--- src/rtl/core/delta_carriage_position_unit_macros.svh ---
// Assertion macros used by the delta carriage position unit top level.
`ifndef DELTA_CARRIAGE_POSITION_UNIT_MACROS_SVH
`define DELTA_CARRIAGE_POSITION_UNIT_MACROS_SVH

// Implication checked at every clock edge outside reset.
`define DCP_ASSERT_IMP(lbl, ante, cons) \
  lbl: assert property (@(posedge clk) disable iff (rst) (ante) |-> (cons)) \
    else $error("delta carriage position assertion failed");

// Condition that must hold in the cycle after reset is applied.
`define DCP_ASSERT_RST(lbl, cons) \
  lbl: assert property (@(posedge clk) rst |=> (cons)) \
    else $error("delta carriage position reset assertion failed");

`endif

--- src/rtl/core/dcp_pkg.sv ---
// Package with widths, register codes and payload types of the delta carriage position unit.
package dcp_pkg;

  localparam int FRAC_BITS  = 16;
  localparam int COORD_W    = 27;
  localparam int COEF_W     = 19;
  localparam int ARM_W      = 52;
  localparam int POS_W      = 28;
  localparam int PROD_W     = COORD_W + COEF_W;
  localparam int SUM_W      = PROD_W + 1;
  localparam int EX_W       = SUM_W - FRAC_BITS;
  localparam int EZ_W       = PROD_W - FRAC_BITS;
  localparam int D_W        = EX_W + 1;
  localparam int MAG_W      = COORD_W + 1;
  localparam int SQ_W       = 2 * MAG_W;
  localparam int DIST_W     = SQ_W + 1;
  localparam int ROOT_W     = ARM_W / 2;
  localparam int REM_W      = ROOT_W + 2;
  localparam int OUT_SUM_W  = EZ_W + 2;
  localparam int CFG_IDX_W  = 3;
  localparam int CFG_DATA_W = ARM_W;

  localparam int ROUND_HALF = 1 << (FRAC_BITS - 1);
  localparam int ONE_FIXED  = 1 << FRAC_BITS;

  localparam logic [D_W-1:0] DIST_LIMIT = D_W'(1) << (MAG_W - 1);
  localparam logic signed [OUT_SUM_W-1:0] SAT_HI = (OUT_SUM_W'(1) << (POS_W - 1)) - 1'b1;
  localparam logic signed [OUT_SUM_W-1:0] SAT_LO = -(OUT_SUM_W'(1) << (POS_W - 1));

  typedef enum logic [CFG_IDX_W-1:0] {
    REG_ARM_LENGTH_SQUARED = 3'd0,
    REG_TOWER_POS_X        = 3'd1,
    REG_TOWER_POS_Y        = 3'd2,
    REG_ROT_COS            = 3'd3,
    REG_ROT_SIN            = 3'd4,
    REG_HEIGHT_GAIN        = 3'd5
  } reg_idx_t;

  typedef struct packed {
    logic        [ARM_W-1:0]   arm2;
    logic signed [COORD_W-1:0] tx;
    logic signed [COORD_W-1:0] ty;
    logic signed [COEF_W-1:0]  rot_cos;
    logic signed [COEF_W-1:0]  rot_sin;
    logic signed [COEF_W-1:0]  gain;
  } cfg_t;

  typedef struct packed {
    logic        [ARM_W-1:0]  rad;
    logic        [REM_W-1:0]  rem;
    logic        [ROOT_W-1:0] root;
    logic signed [EZ_W-1:0]   ez;
    logic                     unreach;
  } sq_t;

endpackage

--- src/rtl/core/dcp_sqrt_cell.sv ---
// One square root cell: resolves one root bit and passes the partial result on.
module dcp_sqrt_cell import dcp_pkg::*; (
  input  logic clk,
  input  logic rst,
  input  logic in_valid,
  output logic in_ready,
  input  sq_t  in_data,
  output logic out_valid,
  input  logic out_ready,
  output sq_t  out_data
);

  logic              valid;
  sq_t               data;
  sq_t               data_next;
  logic [REM_W+1:0]  rem_sh;
  logic [REM_W+1:0]  trial;
  logic              take;

  assign in_ready = !valid || out_ready;

  assign rem_sh = {in_data.rem, in_data.rad[ARM_W-1 -: 2]};
  assign trial  = (REM_W + 2)'({in_data.root, 2'b01});
  assign take   = rem_sh >= trial;

  always_comb begin
    data_next     = in_data;
    data_next.rad = {in_data.rad[ARM_W-3:0], 2'b00};
    if (take) begin
      data_next.rem  = REM_W'(rem_sh - trial);
      data_next.root = {in_data.root[ROOT_W-2:0], 1'b1};
    end else begin
      data_next.rem  = rem_sh[REM_W-1:0];
      data_next.root = {in_data.root[ROOT_W-2:0], 1'b0};
    end
  end

  always_ff @(posedge clk) begin
    if (rst) begin
      valid <= 1'b0;
    end else if (in_ready) begin
      valid <= in_valid;
    end
  end

  always_ff @(posedge clk) begin
    if (in_ready) begin
      data <= data_next;
    end
  end

  assign out_valid = valid;
  assign out_data  = data;

endmodule

--- config.mk ---
export PLATFORM = sky130hd
export DESIGN_NAME = dcp_sqrt_cell
export DESIGN_NICKNAME = d
export VERILOG_FILES = /design/src/rtl/core/delta_carriage_position_unit_macros.svh /design/src/rtl/core/dcp_pkg.sv /design/src/rtl/core/dcp_sqrt_cell.sv
export SDC_FILE = /design/constraint.sdc
export NUM_CORES = 1
export LEC_CHECK = 0
export BUFFER_PORTS_ARGS = -buffer_cell sky130_fd_sc_hd__buf_2
export CORE_AREA = 2 2 119 121
export CTS_BUF_LIST = sky130_fd_sc_hd__clkbuf_8
export DETAILED_ROUTE_END_ITERATION = 16
export DIE_AREA = 0 0 121 123
export PLACE_DENSITY = 0.77
export SLEW_MARGIN = 40
export SYNTH_ARGS = -nofsm -noshare
export SYNTH_HDL_FRONTEND = slang
export SYNTH_SLANG_ARGS = --single-unit
--- constraint.sdc ---
create_clock -name clk -period 14.8 [get_ports clk]
set_input_delay 2.96 -clock clk [delete_from_list [all_inputs] [get_ports clk]]
set_output_delay 2.96 -clock clk [all_outputs]
set_load 0.05 [all_outputs]
# [Word-level counts from Yosys, hierarchy flattened]
# Index checks and enable logic that the tools add are counted.
[op_classes] n_addsub=1 n_lt_le_gt_ge=1 n_mux=1 n_reduce_logical=2
[ops] op="54-bit 2-to-1 mux" n=1
[ops] op="30-bit by 28-bit >= comparator with 1-bit output" n=1
[ops] op="28-bit subtractor" n=1
[ops] op="1-bit logical NOT" n=1
[ops] op="1-bit logical OR" n=1
[totals] register_bits=136 inputBits=141 wordCells=11

# [Longest topological paths before layout]
# Gate-level depths: netlist of the first run.
[depth] ltp_word=2 mapped_depth=13 ltp_nobuf=11

# [Worst setup path before layout of the first run]
# No wires, ideal clock.
[synth_path] path_type="in2out" startpoint="input port out_ready" endpoint="output port in_ready" arrival_time_ns=6.582 path_slack_ns=5.258 stages=1 n_path_buf=0 cell_sequence="nand2b_1"
[synth_between] elab_chain_len=1
[synth_lines] element="from (decl)" line_no="dcp_sqrt_cell.sv:9" rtl="input logic out_ready,"
[synth_lines] element="1-bit logical OR" line_no="dcp_sqrt_cell.sv:20" rtl="assign in_ready = !valid || out_ready;"
[synth_lines] element="to (decl)" line_no="dcp_sqrt_cell.sv:6" rtl="output logic in_ready,"
# Every way passes these cells.

# [Final worst setup path of the first run]
# Same ends and word-level chain as after synthesis.

==> results of run 1 <==
==> area by class of cell <==
type	count	area, sq um	share of cell area, %
Sequential cell	136	4070	50.7
Clock buffer	17	234	2.91
Clock inverter	15	214	2.66
Multi-Input combinational cell	248	1740	21.6
Tap cell	180	225	2.80
Inverter	38	143	1.78
Timing Repair Buffer	279	1410	17.5
==> cell families (layout without fill, tap and decap cells) <==
family / after synthesis / count (layout) / synth area share, %
simple gates: 84 / 84 / 6.35
buf+inv: 51 / 349 / 3.60
other cells: 1 / 2 / 0.0623
fa+ha+maj: 28 / 28 / 5.82
compound gates: 104 / 104 / 11.9
mux: 5 / 5 / 0.936
flops: 136 / 136 / 67.7
xor+xnor: 25 / 25 / 3.64
==> power groups by stage <==
stage / clock, W / sequential (W) / combinational (W)
finish: 0.000343 / 0.000479 / 0.000293
global placement: 0 / 0.000486 / 0.000289
global route: 0.000366 / 0.000482 / 0.000309
detailed placement: 0 / 0.000487 / 0.000293
CTS: 0.000352 / 0.000479 / 0.000294
floorplan: 0 / 0.000627 / 0.0000802
==> flip-flops by register name, summed over array words and instances, names as in the netlist <==
name / count
out_data: 135
out_valid: 1
==> worst paths after layout <==
| path | slack [ns] | cells past startpoint | from | endpoint |
|---|---|---|---|---|
| worst max-delay path | 7.85 | 3 | out_ready | in_ready |
| worst min-delay path | 1.06 | 2 | out_valid$_SDFFE_PP0P_ | out_valid$_SDFFE_PP0P_ |
| worst max register to register | 12.80 | 2 | out_valid$_SDFFE_PP0P_ | out_data[102]$_DFFE_PP_ |
| worst min register to register | 1.06 | 2 | out_valid$_SDFFE_PP0P_ | out_valid$_SDFFE_PP0P_ |
==> per-layer routing <==
metal	wire [um]	vias up	share of wire [%]	GRT usage [%]
met4	596	4	3.7	11.4
li1	-	2168	-	-
met2	8320	184	52	37.2
met3	1250	40	7.8	6.83
met1	5780	2097	36	21.8
met5	23	-	0.14	0
==> layout by cell type, fill, tap and decap left out, types with 2 or more instances in the layout <==
cell,netlist,final
inv_6,0,4
clkinv_4,0,2
o21bai_1,3,3
edfxtp_1,135,135
o21a_1,3,3
conb_1,1,2
nor3_1,2,2
inv_8,0,2
o21ai_1,3,3
o2111ai_1,2,2
or2_2,3,3
xnor2_1,17,17
clkinvlp_4,0,2
clkbuf_8,0,17
inv_1,38,38
nand2b_1,4,3
a21o_1,11,11
a21oi_2,4,4
nor2_1,37,37
bufinv_16,0,4
buf_2,5,277
nand4_1,8,8
o21ai_0,11,11
nor2b_1,3,3
ha_1,28,28
o221ai_1,2,2
xor2_1,8,8
mux2_1,4,4
a21o_2,2,2
nand3_1,4,4
a21oi_1,45,45
nand2_1,18,18
==> tightest hold or removal path, delay by kind of cell, from the launching register on <==
kind | cells | cell delay, ns
DFF | 1 | 0.34
and+or+nand+nor | 1 | 0.53
AOI/OAI and AO/OA | 1 | 0.15
==> stage by stage <==
step / instances / utilization (%) / cell area, sq um
finish: 913 / 59.0 / 8030
floorplan: 435 / - / 6020
CTS: 913 / 59.0 / 8030
global placement: 881 / 55.7 / 7580
detailed placement: 881 / 55.7 / 7580
global route: 913 / 59.0 / 8030
==> metrics.md, run 1 <==
| Metric | Value |
|---|---|
| Synth cell count leaders | edfxtp_1 (135), a21oi_1 (45), inv_1 (38) |
| Slew Limit Fails | 0 |
| Synth top area cells | edfxtp_1 (67%), ha_1 (5.8%), a21oi_1 (3.7%) |
| Net Sw Frac | 34.2% |
| Residual DRC count | 0 |
| Final setup TNS | 0 ns |
| Filler Cells Inserted | 1,111 |
| DR pass1 iterations | 4 |
| Number of setup violations in the final report | 0 |
| CTS H-Tree Depth | 4 |
| EDFF count, synth | 135 |
| Smallest hold slack | 1.06 ns |
| Vias in the first global route | 4,440 |
| Logic pwr share | 26.3% |
| Port bufs | 277 |
| Psw | 0.000381 W |
| Yosys warnings | 0 |
| Yosys cell types | 54 |
| GRT Util Overall | 20.9% |
| Crit-path leading delay family | simple AND/OR/NAND/NOR gates |
| Register bit total from synthesis | 136 |
| CTS Buf Count | 17 |
| Post-CTS sizing | 0 |
| GPL Wtd Cong | 0.862 |
| Rows | 43 |
| Reg power frac | 43.0% |
| Initial DRC Count | 281 |
| Avg Vias per Cell | 4.92 |
| Die Y | 123 um |
| Placeable Area | 13,600 sq um |
| Top-count cell post-synth | edfxtp_1 |
| Register clock-pin slew on the reported worst setup and hold paths | 0.07 ns |
| Max Cap Viol | 0 |
| Share of the synthesized area in the top cell type | 67.4% |
| Die area | 14,900 sq um |
| Clock root cell | clkbuf_8 |
| Hold_buf cts | 0 |
| Post-synthesis sequential area ratio | 67.7% |
| TritonCTS clock tree | done |
| Startpoint Class | primary input |
| Maximum VDD drop | 0.0587 mV |
| Post-CTS Setup Repair Bufs | 0 |
| Pint | 0.000733 W |
| Synth Cell Area | 6010 sq um |
| Ys flop type | edfxtp_1 |
| CP cell instances | buf_2 -> nand2b_4 -> buf_2 |
| Crit path kind | in -> out |
| Worst Tran Pin Value | 0.778 ns |
| Clock Power Share | 30.8% |
| Post-synth top area cell | edfxtp_1 |
| Worst path slowest cell | nand2b_4 |
| RSZ-0062 raised after global routing | false |
| Die span in x | 121 um |
| Total clock sinks | 136 |
| Worst hold path class | reg -> reg |
| Initial Util | 44.2% |
| Congestion Overflow GR | 0 |
| Tcrit/Tclk final | 47.0% |
| Post-DRT Antenna Nets | 0 |
| Layout cells sized above 1 | 44.9% |
| Async SR Flop Fraction | 0% |
| Outcome | finished clean |
| Crit. End Element | primary output |
| Worst Path Max Fanout | 52 |
| Clk Latency, worst-skew pair | 0.45 ns |
| Crit path buffers/inverters | 2 |
| Worst Setup Slack, final | 7.85 ns |
| P_leak | 3.67 nW |
| Area Overhead vs Synth | 33.5% |
| Max stage delay on crit path | 0.56 ns |
| Largest net degree at the start of global routing | 87 |
| Cell mode on critical path | buf_2 |
| Nets | 889 |
| Ports | 280 |
| CP Data Arrival Time | 3.99 ns |
| Hold Vio Cnt, Final | 0 |
| First-pass GRT wire length | 23.1 mm |
| Post-layout min period | 6.95 ns |
| Detailed placement HPWL | 12.5 mm |
| Slew headroom | 48.1% |
| PwrDens | 139 nW/um^2 |
| Routed via count | 4,493 |
| Synthesized instance count | 434 |
| Wirelength per Cell | 17.5 um |
| Routed WL | 16.0 mm |
| Critical Path RT | 11.84 ns |
| Fmax | 144 MHz |
| Diode count | 0 |
| Antenna violations before repair | 2 |
| Overall power | 0.00111 W |
| Post-Place Setup Slack | 7.80 ns |
| Bufs on Longest Clock Path | 2 |
| Clock skew | 0.0110 ns |
| Mean post-synth cell area | 13.9 sq um |
(Power assumes the default switching activity.)
==> inputs of run 2 (changes only) <==
--- a/config.mk
+++ b/config.mk
@@ -6,11 +6,11 @@
 export NUM_CORES = 1
 export LEC_CHECK = 0
 export BUFFER_PORTS_ARGS = -buffer_cell sky130_fd_sc_hd__buf_2
-export CORE_AREA = 2 2 119 121
+export CORE_AREA = 2 2 120 122
 export CTS_BUF_LIST = sky130_fd_sc_hd__clkbuf_8
 export DETAILED_ROUTE_END_ITERATION = 16
-export DIE_AREA = 0 0 121 123
-export PLACE_DENSITY = 0.77
+export DIE_AREA = 0 0 122 124
+export PLACE_DENSITY = 0.78
 export SLEW_MARGIN = 40
 export SYNTH_ARGS = -nofsm -noshare
 export SYNTH_HDL_FRONTEND = slang
==> constraint.sdc (replaced) <==
create_clock -name clk -period 5.8 [get_ports clk]
set_input_delay 1.16 -clock clk [delete_from_list [all_inputs] [get_ports clk]]
set_output_delay 1.16 -clock clk [all_outputs]
set_load 0.05 [all_outputs]
==> run 2 against run 1 <==
- flip-flop and latch count stayed put
- combinational power grew to 2.6 times the previous value
- design area is 0.22% lower
- non-clock buffer count is 1 higher
- critical path depth is 9 higher
- first-iteration DRC count is 1.8% higher
- sequential share of layout area is 0.11 points higher
- largest power group unchanged
- highest routed layer is now met4
==> metrics.md, run 2 (same netlist as run 1, synthesis figures left out) <==
| Metric | Value |
|---|---|
| Outcome | finished clean |
| Nets | 890 (+0.11%) |
| Net Sw Frac | 35.3% (+1.1 points) |
| CTS H-Tree Depth | 4 (unchanged) |
| Fmax | 261 MHz |
| Worst Tran Pin Value | 0.777 ns (-0.00120 ns) |
| Total clock sinks | 136 (unchanged) |
| Bufs on Longest Clock Path | 2 (unchanged) |
| First-pass GRT wire length | 24.0 mm (+3.8%) |
| Number of setup violations in the final report | 0 (unchanged) |
| Worst Path Max Fanout | 41 (-21%) |
| TritonCTS clock tree | done |
| Layout cells sized above 1 | 45.1% (+0.21 points) |
| Pint | 0.00180 W (+150%) |
| Detailed placement HPWL | 12.9 mm (+3.3%) |
| Post-Place Setup Slack | 1.51 ns (-6.29 ns) |
| Vias in the first global route | 4,502 (+1.4%) |
| Die area | 15,100 sq um (+1.6%) |
| Hold Vio Cnt, Final | 0 (unchanged) |
| Die span in x | 122 um (+0.83%) |
| Avg Vias per Cell | 5.00 (+1.5%) |
| Die Y | 124 um (+0.81%) |
| Hold path startpoint | rst |
| Source of the worst register-to-register timing path | out_valid$_SDFFE_PP0P_ |
| Critical Path RT | 5.98 ns (-5.86 ns) |
| Commonest non-fill, non-tap cell in the layout | buf_2 |
| CTS Buf Count | 17 (unchanged) |
| Most frequent cells in the layout | buf_2 (277), edfxtp_1 (135), a21oi_1 (45) |
| Worst hold path class | in -> reg |
| Smallest hold slack | 0.863 ns (-0.194 ns) |
| Reg2Reg Setup Slack | 3.82 ns (-8.98 ns) |
| Post-DRT Antenna Nets | 0 (unchanged) |
| Multi-input gate area | 1740 sq um (unchanged) |
| Congestion Overflow GR | 0 (unchanged) |
| Reg power frac | 44.0% (+1.0 points) |
| Slew headroom | 46.9% (-1.3 points) |
| Hold_buf cts | 0 (unchanged) |
| Clock root cell | clkbuf_8 |
| Worst Setup Slack, final | 1.97 ns (-5.88 ns) |
| Placed Cells | 881 (unchanged) |
| Final setup TNS | 0 ns (unchanged) |
| Diode count | 0 (unchanged) |
| Startpoint Class | primary input |
| Reg2reg path depth | 3 (+1) |
| Tcrit/Tclk final | 66.1% |
| Filler Cells Inserted | 1,133 (+2.0%) |
| Crit path kind | in -> reg |
| Post-CTS Setup Repair Bufs | 0 (unchanged) |
| End of the worst hold path | out_valid$_SDFFE_PP0P_ |
| Final Non-Filler Cells | 914 (+0.11%) |
| Logic pwr share | 27.1% (+0.8 points) |
| Top Layer Used | met4 |
| DR pass1 iterations | 4 (unchanged) |
| Met1 Routed Length | 6.10 mm (+5.4%) |
| Residual DRC count | 0 (unchanged) |
| Antenna violations before repair | 0 (-2) |
| Met2 routed WL | 8.72 mm (+4.9%) |
| Largest register FFs | 135 (unchanged) |
| GPL Wtd Cong | 0.870 (+0.94%) |
| DP Area | 7580 sq um (about the same) |
| Post-CTS sizing | 0 (unchanged) |
| Crit. End Element | flop |
| Clock skew | 0.0207 ns (+0.00965 ns) |
| Clk Latency, worst-skew pair | 0.45 ns (about the same) |
| Placeable Area | 13,700 sq um (+0.79%) |
| Final instance area | 8010 sq um (-0.22%) |
| CP Data Arrival Time | 4.02 ns (+0.03 ns) |
| PwrDens | 347 nW/um^2 (+150%) |
| Hold Path Depth | 2 (unchanged) |
| Register area | 4070 sq um (unchanged) |
| RSZ-0062 raised after global routing | false |
| Slew Limit Fails | 0 (unchanged) |
| GRT Util Overall | 21.6% (+0.69 points) |
| Rows | 43 (unchanged) |
| P_leak | 3.66 nW (-0.23%) |
| Routed via count | 4,566 (+1.6%) |
| Routed WL | 16.7 mm (+4.6%) |
| Max Cap Viol | 0 (unchanged) |
| Largest net degree at the start of global routing | 74 (-15%) |
| Clock Power Share | 28.9% (-1.9 points) |
| DR WL met3 | 1.33 mm (+6.5%) |
| Register clock-pin slew on the reported worst setup and hold paths | 0.09 ns (+0.02 ns) |
| Psw | 0.000981 W (+160%) |
| Post-layout min period | 3.83 ns |
| Port bufs | 277 (unchanged) |
| Area Overhead vs Synth | 33.2% |
| Ports | 280 (unchanged) |
| Initial Util | 43.8% (-0.35 points) |
| FF-to-FF End | out_data[39]$_DFFE_PP_ |
| Initial DRC Count | 286 (+1.8%) |
| Wirelength per Cell | 18.3 um (+4.4%) |
| Maximum VDD drop | 0.167 mV (+180%) |
[run 2: changes by cell type in the layout (fill, tap and decap cells not counted), sizes merged]
cell	before	now
bufinv	4	2
buf	279	280
clkbuf	17	18
clkinvlp	2	3
[run 2: cell type report]
cell class / count / area share, %
Inverter: 38 / 1.78
Tap cell: 180 / 2.81
Clock inverter: 14 / 2.03
Multi-Input combinational cell: 248 / 21.7
Timing Repair Buffer: 280 / 17.8
Sequential cell: 136 / 50.8
Clock buffer: 18 / 3.09
[run 2: layer usage]
| layer | global-route usage (%) | vias up |
|---|---|---|
| met5 | 0 | - |
| met4 | 10.1 | 0 |
| met3 | 7.23 | 37 |
| met2 | 38.7 | 195 |
| met1 | 22.9 | 2160 |
| li1 | - | 2174 |
[run 2: worst max-delay path by stage]
stage,end,depth (start not counted),startpoint,slack [ns]
after floorplan,in_ready,1,out_ready,1.55
after global placement,out_data[61]$_DFFE_PP_,12,in_data[31],1.69
after detailed placement,out_data[65]$_DFFE_PP_,12,in_data[31],1.51
after CTS,out_data[65]$_DFFE_PP_,12,in_data[31],1.99
after global routing,out_data[65]$_DFFE_PP_,12,in_data[31],1.76
final,out_data[65]$_DFFE_PP_,12,in_data[31],1.97
[run 2: worst max-delay path, stage by stage]
cell       delay (ns)
buf_2            0.09
inv_1            0.04
ha_1             0.35
nor2b_1          0.22
o2111ai_1        0.15
a21oi_1          0.24
o2111ai_1        0.20
a21oi_2          0.30
a21oi_2          0.13
a21oi_4          0.29
buf_4            0.44
mux2_1           0.37
[run 2: stage by stage]
step	utilization [%]	total power, W
final	58.4	0.00278
after global routing	58.4	0.00288
after CTS	58.2	0.00280
after detailed placement	55.2	0.00199
after global placement	55.2	0.00198
after floorplan	-	0.00180
[run 2: power by group through the flow]
| stage | clock (W) | sequential (W) | combinational [W] |
|---|---|---|---|
| 2_1_floorplan | 0 | 0.00160 | 0.000205 |
| 3_3_place_gp | 0 | 0.00124 | 0.000738 |
| 3_5_place_dp | 0 | 0.00124 | 0.000751 |
| 4_1_cts | 0.000819 | 0.00122 | 0.000754 |
| 5_1_grt | 0.000851 | 0.00123 | 0.000794 |
| 6_report | 0.000803 | 0.00122 | 0.000753 |
