$ cat config.mk
export PLATFORM = sky130hd
export DESIGN_NAME = dcp_output
export DESIGN_NICKNAME = d
export VERILOG_FILES = /design/src/rtl/core/delta_carriage_position_unit_macros.svh /design/src/rtl/core/dcp_pkg.sv /design/src/rtl/core/dcp_output.sv
export SDC_FILE = /design/constraint.sdc
export NUM_CORES = 1
export LEC_CHECK = 0
export BUFFER_PORTS_ARGS = -buffer_cell sky130_fd_sc_hd__buf_2
export CAP_MARGIN = 20
export CORE_MARGIN = 3
export CORE_UTILIZATION = 48
export DETAILED_ROUTE_END_ITERATION = 8
export PLACE_DENSITY = 0.92
export SYNTH_ARGS = -nofsm -noshare
export SYNTH_HDL_FRONTEND = slang
export SYNTH_SLANG_ARGS = --single-unit
export TNS_END_PERCENT = 5
$ cat constraint.sdc
create_clock -name clk -period 8.6 [get_ports clk]
set_input_delay 0.86 -clock clk [delete_from_list [all_inputs] [get_ports clk]]
set_output_delay 0.86 -clock clk [all_outputs]
set_load 0.05 [all_outputs]
$ cat src/rtl/core/delta_carriage_position_unit_macros.svh
// Assertion macros used by the delta carriage position unit top level.
`ifndef DELTA_CARRIAGE_POSITION_UNIT_MACROS_SVH
`define DELTA_CARRIAGE_POSITION_UNIT_MACROS_SVH

// Implication checked at every clock edge outside reset.
`define DCP_ASSERT_IMP(lbl, ante, cons) \
  lbl: assert property (@(posedge clk) disable iff (rst) (ante) |-> (cons)) \
    else $error("delta carriage position assertion failed");

// Condition that must hold in the cycle after reset is applied.
`define DCP_ASSERT_RST(lbl, cons) \
  lbl: assert property (@(posedge clk) rst |=> (cons)) \
    else $error("delta carriage position reset assertion failed");

`endif

$ cat src/rtl/core/dcp_pkg.sv
// Package with widths, register codes and payload types of the delta carriage position unit.
package dcp_pkg;

  localparam int FRAC_BITS  = 16;
  localparam int COORD_W    = 27;
  localparam int COEF_W     = 19;
  localparam int ARM_W      = 52;
  localparam int POS_W      = 28;
  localparam int PROD_W     = COORD_W + COEF_W;
  localparam int SUM_W      = PROD_W + 1;
  localparam int EX_W       = SUM_W - FRAC_BITS;
  localparam int EZ_W       = PROD_W - FRAC_BITS;
  localparam int D_W        = EX_W + 1;
  localparam int MAG_W      = COORD_W + 1;
  localparam int SQ_W       = 2 * MAG_W;
  localparam int DIST_W     = SQ_W + 1;
  localparam int ROOT_W     = ARM_W / 2;
  localparam int REM_W      = ROOT_W + 2;
  localparam int OUT_SUM_W  = EZ_W + 2;
  localparam int CFG_IDX_W  = 3;
  localparam int CFG_DATA_W = ARM_W;

  localparam int ROUND_HALF = 1 << (FRAC_BITS - 1);
  localparam int ONE_FIXED  = 1 << FRAC_BITS;

  localparam logic [D_W-1:0] DIST_LIMIT = D_W'(1) << (MAG_W - 1);
  localparam logic signed [OUT_SUM_W-1:0] SAT_HI = (OUT_SUM_W'(1) << (POS_W - 1)) - 1'b1;
  localparam logic signed [OUT_SUM_W-1:0] SAT_LO = -(OUT_SUM_W'(1) << (POS_W - 1));

  typedef enum logic [CFG_IDX_W-1:0] {
    REG_ARM_LENGTH_SQUARED = 3'd0,
    REG_TOWER_POS_X        = 3'd1,
    REG_TOWER_POS_Y        = 3'd2,
    REG_ROT_COS            = 3'd3,
    REG_ROT_SIN            = 3'd4,
    REG_HEIGHT_GAIN        = 3'd5
  } reg_idx_t;

  typedef struct packed {
    logic        [ARM_W-1:0]   arm2;
    logic signed [COORD_W-1:0] tx;
    logic signed [COORD_W-1:0] ty;
    logic signed [COEF_W-1:0]  rot_cos;
    logic signed [COEF_W-1:0]  rot_sin;
    logic signed [COEF_W-1:0]  gain;
  } cfg_t;

  typedef struct packed {
    logic        [ARM_W-1:0]  rad;
    logic        [REM_W-1:0]  rem;
    logic        [ROOT_W-1:0] root;
    logic signed [EZ_W-1:0]   ez;
    logic                     unreach;
  } sq_t;

endpackage

$ cat src/rtl/core/dcp_output.sv
// Output stage: adds the scaled height to the root, saturates, gives zero when unreachable and holds the result.
module dcp_output import dcp_pkg::*; (
  input  logic                    clk,
  input  logic                    rst,
  input  logic                    in_valid,
  output logic                    in_ready,
  input  sq_t                     in_data,
  output logic                    out_valid,
  input  logic                    out_ready,
  output logic signed [POS_W-1:0] carriage_pos,
  output logic                    unreachable
);

  logic signed [OUT_SUM_W-1:0] sum;
  logic signed [POS_W-1:0]     pos_next;

  assign in_ready = !out_valid || out_ready;

  assign sum = $signed({{(OUT_SUM_W - ROOT_W){1'b0}}, in_data.root}) + OUT_SUM_W'(in_data.ez);

  always_comb begin
    if (in_data.unreach) begin
      pos_next = '0;
    end else if (sum > SAT_HI) begin
      pos_next = POS_W'(SAT_HI);
    end else if (sum < SAT_LO) begin
      pos_next = POS_W'(SAT_LO);
    end else begin
      pos_next = sum[POS_W-1:0];
    end
  end

  always_ff @(posedge clk) begin
    if (rst) begin
      out_valid <= 1'b0;
    end else if (in_ready) begin
      out_valid <= in_valid;
    end
  end

  always_ff @(posedge clk) begin
    if (in_ready) begin
      carriage_pos <= pos_next;
      unreachable  <= in_data.unreach;
    end
  end

endmodule
[Word level (Yosys, flattened, before mapping)]
Cells that the tools add are included.
Storage, ports and cells
  flip-flop bits (word level): 30
  logic and storage cells: 12
  input bits: 141
Cells by class
  muxes and demuxes: 2
  $lt $le $gt $ge: 2
  add/sub/neg operators: 1
  reductions and logical operators: 3
Operator list (count)
  adder 27 x 30 -> 31 bit: 1
  greater-than comparator 31 x 28 -> 1 bit, second input constant: 1
  less-than comparator 31 x 28 -> 1 bit, second input constant: 1
  2-to-1 mux 28 bit: 1
  2-to-1 mux 27 bit: 1
  OR reduction 2 bit: 1
  zero test 1 bit: 1
  logical OR 1 bit: 1

[Longest topological paths before layout]
Gate-level depths: netlist of the first run.
  depth in word-level cells: 4
  mapped depth: 12

[Worst setup path before layout of the first run]
Ideal clock, no wire load.
  kind: input -> register
  start: input port in_data[1] in the netlist's numbering
  end: register carriage_pos[10] (data pin)
  stages on the path: 11
  data required time: 8.340 ns
  buffers on the path: 1
  setup slack: 5.096 ns
  arrival: 3.244 ns
  cells stage by stage: ha_1 fa_1 a211oi_1 o211ai_1 a21oi_1 a211oi_2 a31oi_2 o21ai_2 o31ai_4 buf_4 o31ai_1
Between the ends
  word-level cells in the longest chain between the ends: 4
  elaborated cells between the ends (all ways): 5
Ends and longest elaborated chain
  start: declaration: RTL line dcp_output.sv:7  | input sq_t in_data,
  adder 27 x 30 -> 31 bit *: RTL line dcp_output.sv:19  | assign sum = $signed({{(OUT_SUM_W - ROOT_W){1'b0}}, in_data.root}) + OUT_SUM_W'(in_data.ez);
  less-than comparator 31 x 28 -> 1 bit: RTL line dcp_output.sv:26  | end else if (sum < SAT_LO) begin
  2-to-1 mux 28 bit: RTL line dcp_output.sv:26
  2-to-1 mux 27 bit *: RTL line dcp_output.sv:24  | end else if (sum > SAT_HI) begin
  end signal: assignment: RTL line dcp_output.sv:43  | carriage_pos <= pos_next;
  end: declaration: RTL line dcp_output.sv:10  | output logic signed [POS_W-1:0] carriage_pos,
Every way passes the cells marked *; elsewhere a longest branch is shown, timed or not.
A chain may end at the register's enable or synchronous reset.

[Worst setup path after layout of the first run]
  start: input port in_data[1] in the netlist's numbering
  end: register carriage_pos[17] (data pin)
Same word-level chain as after synthesis.

==> summary.txt, run 1 <==
Status
  – Status: finished, final reports clean

Setup path
  – FF-to-FF setup slack: around 7.6 ns
  – WP data arrival: 4.27 ns
  – Setup crit start kind: primary input
  – Critical Path Sink Type: flip-flop
  – Critical Path RT: approximately 8.6 ns
  – Worst-path fanout max: 27
  – Critical path class: primary input to flip-flop

Detailed routing
  – Met3 routed WL: 481 um
  – Total wire length: 6572 um
  – Met1 Routed Length: 2780 um
  – Max layer used: met4
  – Number of remaining DRC errors: 0
  – ANT nets after route: 0
  – Vias/cell: 5.825
  – TritonRoute pass-1 iters: 4
  – Wire length on met2: 3188 um
  – Via Count: 2528
  – Wire per inst: 15.14 um
  – DR iter-0 viols: 240

CTS
  – CTS tree: built
  – Clock root buffer: clkbuf_8
  – Post_cts resized: 0
  – Clk sink count: 30
  – Max Buffers Root-to-Sink: 2
  – Post-CTS Setup Repair Bufs: 0
  – Clock transition at the registers of the reported paths: 0.06 ns
  – Hold_buf cts: 0
  – Later-pin clock latency in the skew report: 0.28 ns
  – CTS Buf Count: 5
  – CTS H-tree lvls: 2

Timing
  – Fin. max-slew vios: 0
  – Highest clock rate: between 0.2 and 0.25 GHz
  – Unrepaired setup endpoints after global routing: no
  – Setup WS post-layout: 4.306 ns
  – Final TNS setup: 0 ns
  – Actual slew at the worst max-slew pin: 1.093 ns
  – Period utilisation layout: 49.93%
  – Hold Vio Cnt, Final: 0
  – Setup-failing EPs final: 0
  – Worst Skew: between 0.006 and 0.007 ns
  – Slew headroom: 27.15%
  – Tmin final: approximately 4.3 ns

Cells and area
  – Area delta synth->final: 18.08%
  – Final net count: between 500 and 600
  – Post-route cell area: around 3300 um^2
  – Core Util, Final: 59.30%
  – Share of layout cells above drive strength 1: 34.53%
  – N_diodes: 0
  – Commonest non-fill, non-tap cell in the layout: buf_2
  – Layout fillers: 478
  – Most frequent cells in the layout: 91 x buf_2, 29 x edfxtp_1, 27 x o31ai_1

Die
  – Core Area: 5608 um^2
  – Starting Density: between 50% and 60%
  – Ports: 172
  – Row count: 27
  – Die Y: 82.60 um
  – Die area: just under 7000 um^2
  – Die Span X: ~83 um

Yosys
  – Simple-Gate Fraction of Synth Area: 12.22%
  – Synthesis warning total: 0
  – Gate Count Post-Synth: 275
  – Adder-Cell Fraction of Synth Area: 12.26%
  – Mux cell area share after synthesis: 0.3554%
  – Syn Nets: 443
  – EDFF count, synth: 29
  – Top-area cell type share of the netlist area: 30.92%
  – Async S/R FF share, synth: 0%
  – Synth unique cells: 59
  – Syn Area/Cell: 10.24 um^2
  – Area leader, netlist: edfxtp_1
  – Largest family of logic cells by synthesized area: compound AO/OA/AOI/OAI gates
  – Synth Flop Type: edfxtp_1
  – Area contributors post-synth: edfxtp_1 31%, ha_1 12%, o31ai_1 7.2%
  – Synth Register Bits: 30
  – Cell Area, Synth: 2816 um^2
  – Post-synthesis compound-gate area fraction: 30.08%
  – Sequential share of the synthesized area: 31.63%
  – Post-synthesis xor/xnor area fraction: 7.774%

Place
  – DP Worst Slack: around 4.2 ns
  – GPL Wtd Cong: 0.8786
  – Area after DPL: 3232 um^2
  – Post-DP HPWL: 5104 um
  – I/O Buffers: slightly above 90

Power
  – Peak supply drop: 0.1197 mV
  – Cell leakage power: 0.001454 uW
  – Total power divided by cell area: 172.3 nW/um^2

GRT
  – Largest net degree at the start of global routing: 32
  – Congestion Overflow GR: 0
  – Tot GR Track Use: 18.91%
  – First-pass GRT wire length: 10210 um
  – Vias in the first global route: 2335
  – Initial antenna violation count: 0

Flow run
  – Number of max-cap violations: 0

Min path
  – Hold Crit Class: primary input to flip-flop
[power by group]
part | internal (uW) | switching [uW] | leakage, uW
sequential | 189 | 5.70 | 0.000322
combinational | 85.8 | 187 | 0.00109
clock | 55.9 | 50.1 | 0.0000450
[final cells by class]
| class | instances | area, um^2 | share of cell area (%) |
|---|---|---|---|
| well taps | 72 | 90.09 | 2.709 |
| inverters | 6 | 22.52 | 0.6772 |
| clock inverters | 2 | 10.01 | 0.3010 |
| multi-input cells | 225 | 1765 | 53.08 |
| clock buffers | 6 | 72.57 | 2.182 |
| repair buffers | 93 | 474.2 | 14.26 |
| flip-flops and latches | 30 | 890.9 | 26.79 |
[worst max-delay path, stage by stage]
cell	delay, ns
buf_2	0.10
ha_1	0.23
fa_1	0.43
a211oi_1	0.31
o211ai_1	0.17
a21oi_1	0.38
a211oi_2	0.18
a31oi_2	0.35
o21ai_2	0.12
o31ai_4	0.87
o31ai_1	0.24
[routing by layer]
metal,track usage (%),vias up
li1,-,1257
met1,24.95,1146
met2,31.09,113
met3,2.495,12
met4,7.843,0
met5,0,-
[logic make-up after synthesis]
logic type | count (synthesis)
AOI/OAI and AO/OA | 111
xor gates and xnor gates | 25
and+or+nand+nor | 61
buffers and inverters | 20
DFF | 30
adders and majority gates | 27
muxes | 1
[through the flow]
step                total power, uW  instances  hold WS (ns)
floorplan                     412.6        275        0.9291
global placement              459.1        425        0.8043
detailed placement            465.5        425        0.8222
CTS                           569.2        433        0.7254
global route                  606.3        434        0.7278
finish                        573.1        434        0.7345
[synthesized netlist by cell type (all sizes together), types with 8 or more instances]
cell type	number
xnor2	14
a21o	8
buf	11
o31ai	29
a21oi	26
a211oi	8
o21ai	11
nand2	19
edfxtp	29
xor2	11
ha	26
[path summary, 6_finish.rpt]
kind | from | to | cells after the start
worst max register to register | out_valid | carriage_pos[3] | 2
worst max-delay path | in_data[1] | carriage_pos[17] | 11
worst min-delay path | rst | out_valid | 2
worst min register to register | out_valid | carriage_pos[12] | 2
[flip-flops by register name, summed over array words and instances, names as in the netlist]
name / cells
unreachable: 1
carriage_pos: 28
out_valid: 1
Power figures use the tool's default switching activity.
==> inputs of run 2 (changes only) <==
Settings changed: ABC_AREA set to 1, CORE_UTILIZATION 48 to 42, PLACE_DENSITY 0.92 to 0.82.
Clock period 8.6 ns to 3.5 ns, I/O delays scaled along.
==> run 2 against run 1 <==
Effect of this change:
- total power increased by 140%
- combinational power grew 150%
- sequential power rose by 140%
- clock skew increased by 0.0027 ns
- largest cell class unchanged
==> summary.txt, run 2 <==
Cells and area
  – Commonest non-fill, non-tap cell in the layout: nand2_1
  – Final net count: approximately 730
  – Largest reg by FF count: carriage_pos
  – Max reg flops: 28
  – Layout fillers: 722
  – Area delta synth->final: 17.57%
  – Share of layout cells above drive strength 1: 30.43%
  – Most frequent cells in the layout: 155 x nand2_1, 91 x buf_2, 70 x inv_1
  – Top flop regs: carriage_pos: 28 flops, out_valid: 1 flops, unreachable: 1 flops
  – Finished Layout Cells: 661
  – N_diodes: 0

Setup path
  – WP data arrival: 2.35 ns
  – Worst setup path endpoint: carriage_pos[8]
  – Setup crit start kind: primary input
  – Critical Path Sink Type: flip-flop
  – Critical Path RT: between 3 and 4 ns
  – Worst-path fanout max: 26
  – Worst R2R End: carriage_pos[15]
  – CP Launch Point: in_data[1]
  – FF-to-FF setup slack: 2.45 ns
  – Reg-to-Reg Start: out_valid
  – CP Cell Sequence: buf_2, ha_1, fa_1, nand3_1, nand3_2, nand3_1, nand3_2, nand2_2, nand2_1, nand2_1, nand2_2, nand3_2, nand2_4, nand3_1, nand2_1
  – Delay of the slowest cell on the worst path: 0.44 ns
  – WP depth: 15
  – CP delay by family, top: simple AND/OR/NAND/NOR gates
  – Critical path's slowest cell: fa_1
  – Reg2Reg Depth: 2
  – CP Buf/Inv Count: 1
  – Critical path class: primary input to flip-flop

Detailed routing
  – Wire per inst: 11.10 um
  – DR iter-0 viols: around 140
  – Via Count: 3073
  – Vias/cell: between 4 and 5
  – Total wire length: 7334 um
  – TritonRoute pass-1 iters: 4
  – ANT nets after route: 0
  – Number of remaining DRC errors: 0

CTS
  – CTS Buf Count: 5
  – CTS H-tree lvls: 2
  – Max Buffers Root-to-Sink: 2
  – Post-CTS Setup Repair Bufs: 0
  – Post_cts resized: 0
  – Clk sink count: 30
  – Clock transition at the registers of the reported paths: around 0.060 ns
  – Hold_buf cts: 0
  – Later-pin clock latency in the skew report: 0.27 ns
  – CTS tree: built
  – Clock root buffer: clkbuf_8

Timing
  – Worst Skew: 0.008724 ns
  – Setup-failing EPs final: 0
  – Period utilisation layout: 66.70%
  – Actual slew at the worst max-slew pin: just under 0.8 ns
  – Setup WS post-layout: 1.166 ns
  – Hold Vio Cnt, Final: 0
  – Unrepaired setup endpoints after global routing: no
  – Fin. max-slew vios: 0
  – Slew headroom: 46.97%
  – Final TNS setup: 0 ns
  – Tmin final: approximately 2.3 ns
  – Highest clock rate: 0.4284 GHz

Die
  – Starting Density: 44.63%
  – Die Span X: between 90 and 100 um
  – Ports: 172
  – Row count: 31
  – Die Y: 95.19 um
  – Core Area: around 7500 um^2
  – Die area: 9060 um^2

Yosys
  – Synth Flop Type: edfxtp_1
  – Sequential share of the synthesized area: 26.67%
  – Gate Count Post-Synth: 468
  – Syn Area/Cell: ~7.1 um^2
  – Top cell types by occurrence after synthesis: 155 x nand2_1, 70 x inv_1, 33 x nand3_1
  – Async S/R FF share, synth: 0%
  – Syn Nets: 636
  – EDFF count, synth: 29
  – Synth unique cells: 33
  – Area leader, netlist: edfxtp_1
  – Count leader, synth: nand2_1
  – Synthesis warning total: 0
  – Cell Area, Synth: 3341 um^2
  – Top-area cell type share of the netlist area: between 20% and 30%
  – Area contributors post-synth: edfxtp_1 26%, nand2_1 17%, ha_1 9.7%
  – Synth Register Bits: 30

GRT
  – Initial antenna violation count: 0
  – Vias in the first global route: 2898
  – Largest net degree at the start of global routing: 31
  – Congestion Overflow GR: 0
  – Tot GR Track Use: between 15 and 20%
  – First-pass GRT wire length: about 13000 um

Power
  – Peak supply drop: 0.1330 mV
  – Cell leakage power: 0.002260 uW
  – Total power divided by cell area: ~350 nW/um^2

Status
  – Status: finished, final reports clean

Place
  – I/O Buffers: 91
  – Placed insts: 653
  – Post-DP HPWL: ~6400 um
  – DP Worst Slack: approximately 0.87 ns
  – GPL Wtd Cong: 0.8482

Min path
  – Hold Crit Class: primary input to flip-flop

Flow run
  – Number of max-cap violations: 0
-- run 2: changes by cell type in the layout (fill, tap and decap cells not counted), moves of 15 or more --
cell     change
inv_1       +64
nand2_1    +137
nand2_2     +26
nand3_1     +28
o31ai_1     -27
nor2_1      +15
-- run 2: logic make-up (layout without fill, tap and decap cells) --
kind of cell | Yosys count | in the layout | share of synthesized area, %
compound gates | 32 | 32 | 5.805
xor+xnor | 23 | 23 | 6.030
fa+ha+maj | 27 | 27 | 10.34
buf+inv | 81 | 175 | 10.90
flops | 30 | 30 | 26.67
simple gates | 275 | 275 | 40.26
-- run 2: metrics by stage --
stage,hold slack (ns),area [um^2],util [%],power [uW]
floorplan,0.4191,3341,-,1004
global placement,0.5079,3845,51.36,1138
detailed placement,0.5074,3845,51.36,1148
CTS,0.2180,3928,52.47,1398
global route,0.2179,3928,52.47,1494
finish,0.2254,3928,52.47,1390
-- run 2: worst min path at each step --
| stage | cells after the start | endpoint | start |
|---|---|---|---|
| after floorplan | 1 | out_valid | rst |
| after global placement | 2 | out_valid | rst |
| after detailed placement | 2 | out_valid | rst |
| after CTS | 2 | out_valid | rst |
| after global routing | 2 | out_valid | rst |
| final | 2 | out_valid | rst |
-- run 2: where the power goes --
group | leakage, uW | switching, uW | internal [uW]
Clock | 0.0000450 | 111 | 137
Sequential | 0.000324 | 10.1 | 454
Combinational | 0.00189 | 477 | 201
Total | 0.00226 | 598 | 792
-- run 2: cell type report --
class	instances	area, um^2	area share (%)
multi-input combinational	357	2086	53.11
sequential	30	890.9	22.68
timing repair buffer	92	462.9	11.79
inverter	75	281.5	7.168
tap	99	123.9	3.154
clock buffer	6	72.57	1.848
clock inverter	2	10.01	0.2549
-- run 2: worst reg2reg max path, stage by stage, from the launching register on --
cell and delay, ns:
dfxtp_1 0.31, nand2_1 0.07, buf_4 0.33
-- run 2: layer usage --
layer,vias up,part of all wire [%],track usage (%)
li1,1662,-,-
met1,1319,47,23.85
met2,84,46,27.99
met3,8,6.2,1.342
met4,0,1.3,5.769
met5,-,0,0
==> inputs of run 3 (changes only) <==
Clock period 3.5 ns to 2.1 ns, I/O delays scaled along.
==> run 3 against run 2 <==
Effect of this change:
- global-route usage rose by 0.81 points
- die area did not move
- final cell count rose by 7.1%
==> summary.txt, run 3 (synthesized netlist as in run 2, its figures left out) <==
Timing
  – Setup-failing EPs final: 0
  – Tmin final: 1.959 ns
  – Hold Vio Cnt, Final: 0
  – Final TNS setup: 0 ns
  – Period utilisation layout: 93.29%
  – Highest clock rate: 0.5104 GHz
  – Slew headroom: 76.64%
  – Unrepaired setup endpoints after global routing: yes
  – Actual slew at the worst max-slew pin: 0.3505 ns
  – Fin. max-slew vios: 0
  – Setup WS post-layout: 0.1408 ns
  – Worst Skew: 0.003397 ns

Die
  – Starting Density: 44.63%
  – Die area: 9060 um^2
  – Ports: about 170
  – Die Y: 95.19 um
  – Core Area: approximately 7500 um^2
  – Row count: 31
  – Die Span X: 95.19 um

Cells and area
  – Commonest non-fill, non-tap cell in the layout: nand2_1
  – Area delta synth->final: 29.63%
  – Largest reg by FF count: carriage_pos
  – Layout fillers: 703
  – Share of layout cells above drive strength 1: a little over a third
  – Core Util, Final: 57.85%
  – Top flop regs: carriage_pos: 28 flops, out_valid: 1 flops, unreachable: 1 flops
  – Most frequent cells in the layout: 155 x nand2_1, 91 x buf_2, 70 x inv_1
  – N_diodes: 0
  – Post-route cell area: 4330 um^2
  – Final net count: 776
  – Max reg flops: 28

Detailed routing
  – Vias/cell: 4.703
  – TritonRoute pass-1 iters: 6
  – Via Count: 3330
  – ANT nets after route: 0
  – Wire per inst: 11.33 um
  – Number of remaining DRC errors: 0
  – DR iter-0 viols: approximately 160
  – Total wire length: about 8000 um

Setup path
  – Setup crit start kind: primary input
  – CP Cell Sequence: buf_2, ha_1, fa_2, nand3_1, nand3_2, nand3_1, nand3_2, nand2_2, nand3_1, nand2_2, nand3_2, nand2_8, nand2_1, nor2_1
  – Delay of the slowest cell on the worst path: 0.39 ns
  – FF-to-FF setup slack: 0.92 ns
  – Critical path class: primary input to flip-flop
  – WP data arrival: roughly 2.1 ns
  – Worst-path fanout max: 26
  – Critical path's slowest cell: fa_2
  – Critical Path RT: 2.24 ns
  – CP Buf/Inv Count: 1
  – Critical Path Sink Type: flip-flop
  – CP delay by family, top: simple AND/OR/NAND/NOR gates

CTS
  – Clk sink count: 30
  – Post-CTS Setup Repair Bufs: 0
  – Later-pin clock latency in the skew report: around 0.28 ns
  – Max Buffers Root-to-Sink: 2
  – Clock root buffer: clkbuf_8
  – Post_cts resized: 0
  – CTS Buf Count: 5
  – CTS tree: built
  – Clock transition at the registers of the reported paths: about 0.06 ns
  – Hold_buf cts: 0
  – CTS H-tree lvls: 2

GRT
  – Congestion Overflow GR: 0
  – Largest net degree at the start of global routing: 28
  – First-pass GRT wire length: ~13000 um
  – Vias in the first global route: 3027
  – Initial antenna violation count: 0
  – Tot GR Track Use: 17.95%

Min path
  – Hold Crit Class: primary input to flip-flop

Status
  – Status: finished, final reports clean

Flow run
  – Number of max-cap violations: 0

Power
  – Total power draw: 2478 uW
  – Cell leakage power: approximately 0.0025 uW
  – Peak supply drop: 0.2384 mV
  – Total power divided by cell area: around 570 nW/um^2

Place
  – Area after DPL: 4185 um^2
  – DP Worst Slack: -0.1882 ns
  – I/O Buffers: 91
  – Post-DP HPWL: 6782 um
  – GPL Wtd Cong: 0.8393
## run 3: changes by cell type in the layout (fill, tap and decap cells not counted), sizes merged
cell   change
buf       +45
nand3      +2
## run 3: layout make-up
| cell class | instances | area (um^2) | share of cell area [%] |
|---|---|---|---|
| inverters | 75 | 281.5 | 6.501 |
| multi-input cells | 359 | 2151 | 49.67 |
| repair buffers | 137 | 800.8 | 18.49 |
| well taps | 99 | 123.9 | 2.860 |
| clock inverters | 2 | 10.01 | 0.2311 |
| clock buffers | 6 | 72.57 | 1.676 |
| flip-flops and latches | 30 | 890.9 | 20.57 |
## run 3: per-layer routing
layer,GRT usage [%],vias up,part of all wire (%)
li1,-,1766,-
met1,23.94,1449,45
met2,30.32,105,48
met3,1.736,10,5.5
met4,6.010,0,1.3
met5,0,-,0
## run 3: final timing paths
kind / from / to / cells after the start
max: in_data[1] / carriage_pos[1] / 14
min: rst / out_valid / 2
max reg2reg: out_valid / carriage_pos[25] / 2
min reg2reg: out_valid / out_valid / 2
## run 3: power breakdown
part	leakage, uW	internal [uW]	total, uW	switching, uW
clock	0.0000450	229	426	197
sequential	0.000324	756	772	16.4
combinational	0.00212	444	1280	836
total	0.00249	1430	2480	1050
## run 3: per-stage QoR
step	hold WS (ns)	instances
2_1_floorplan	0.2791	468
3_3_place_gp	0.3678	698
3_5_place_dp	0.3711	698
4_1_cts	0.07333	706
5_1_grt	0.08836	708
6_report	0.08011	708
## run 3: worst reg2reg max path, cell delays in order, from the launching register on
cell and delay [ns]:
dfxtp_1 0.31, nand2_1 0.19, buf_4 0.35
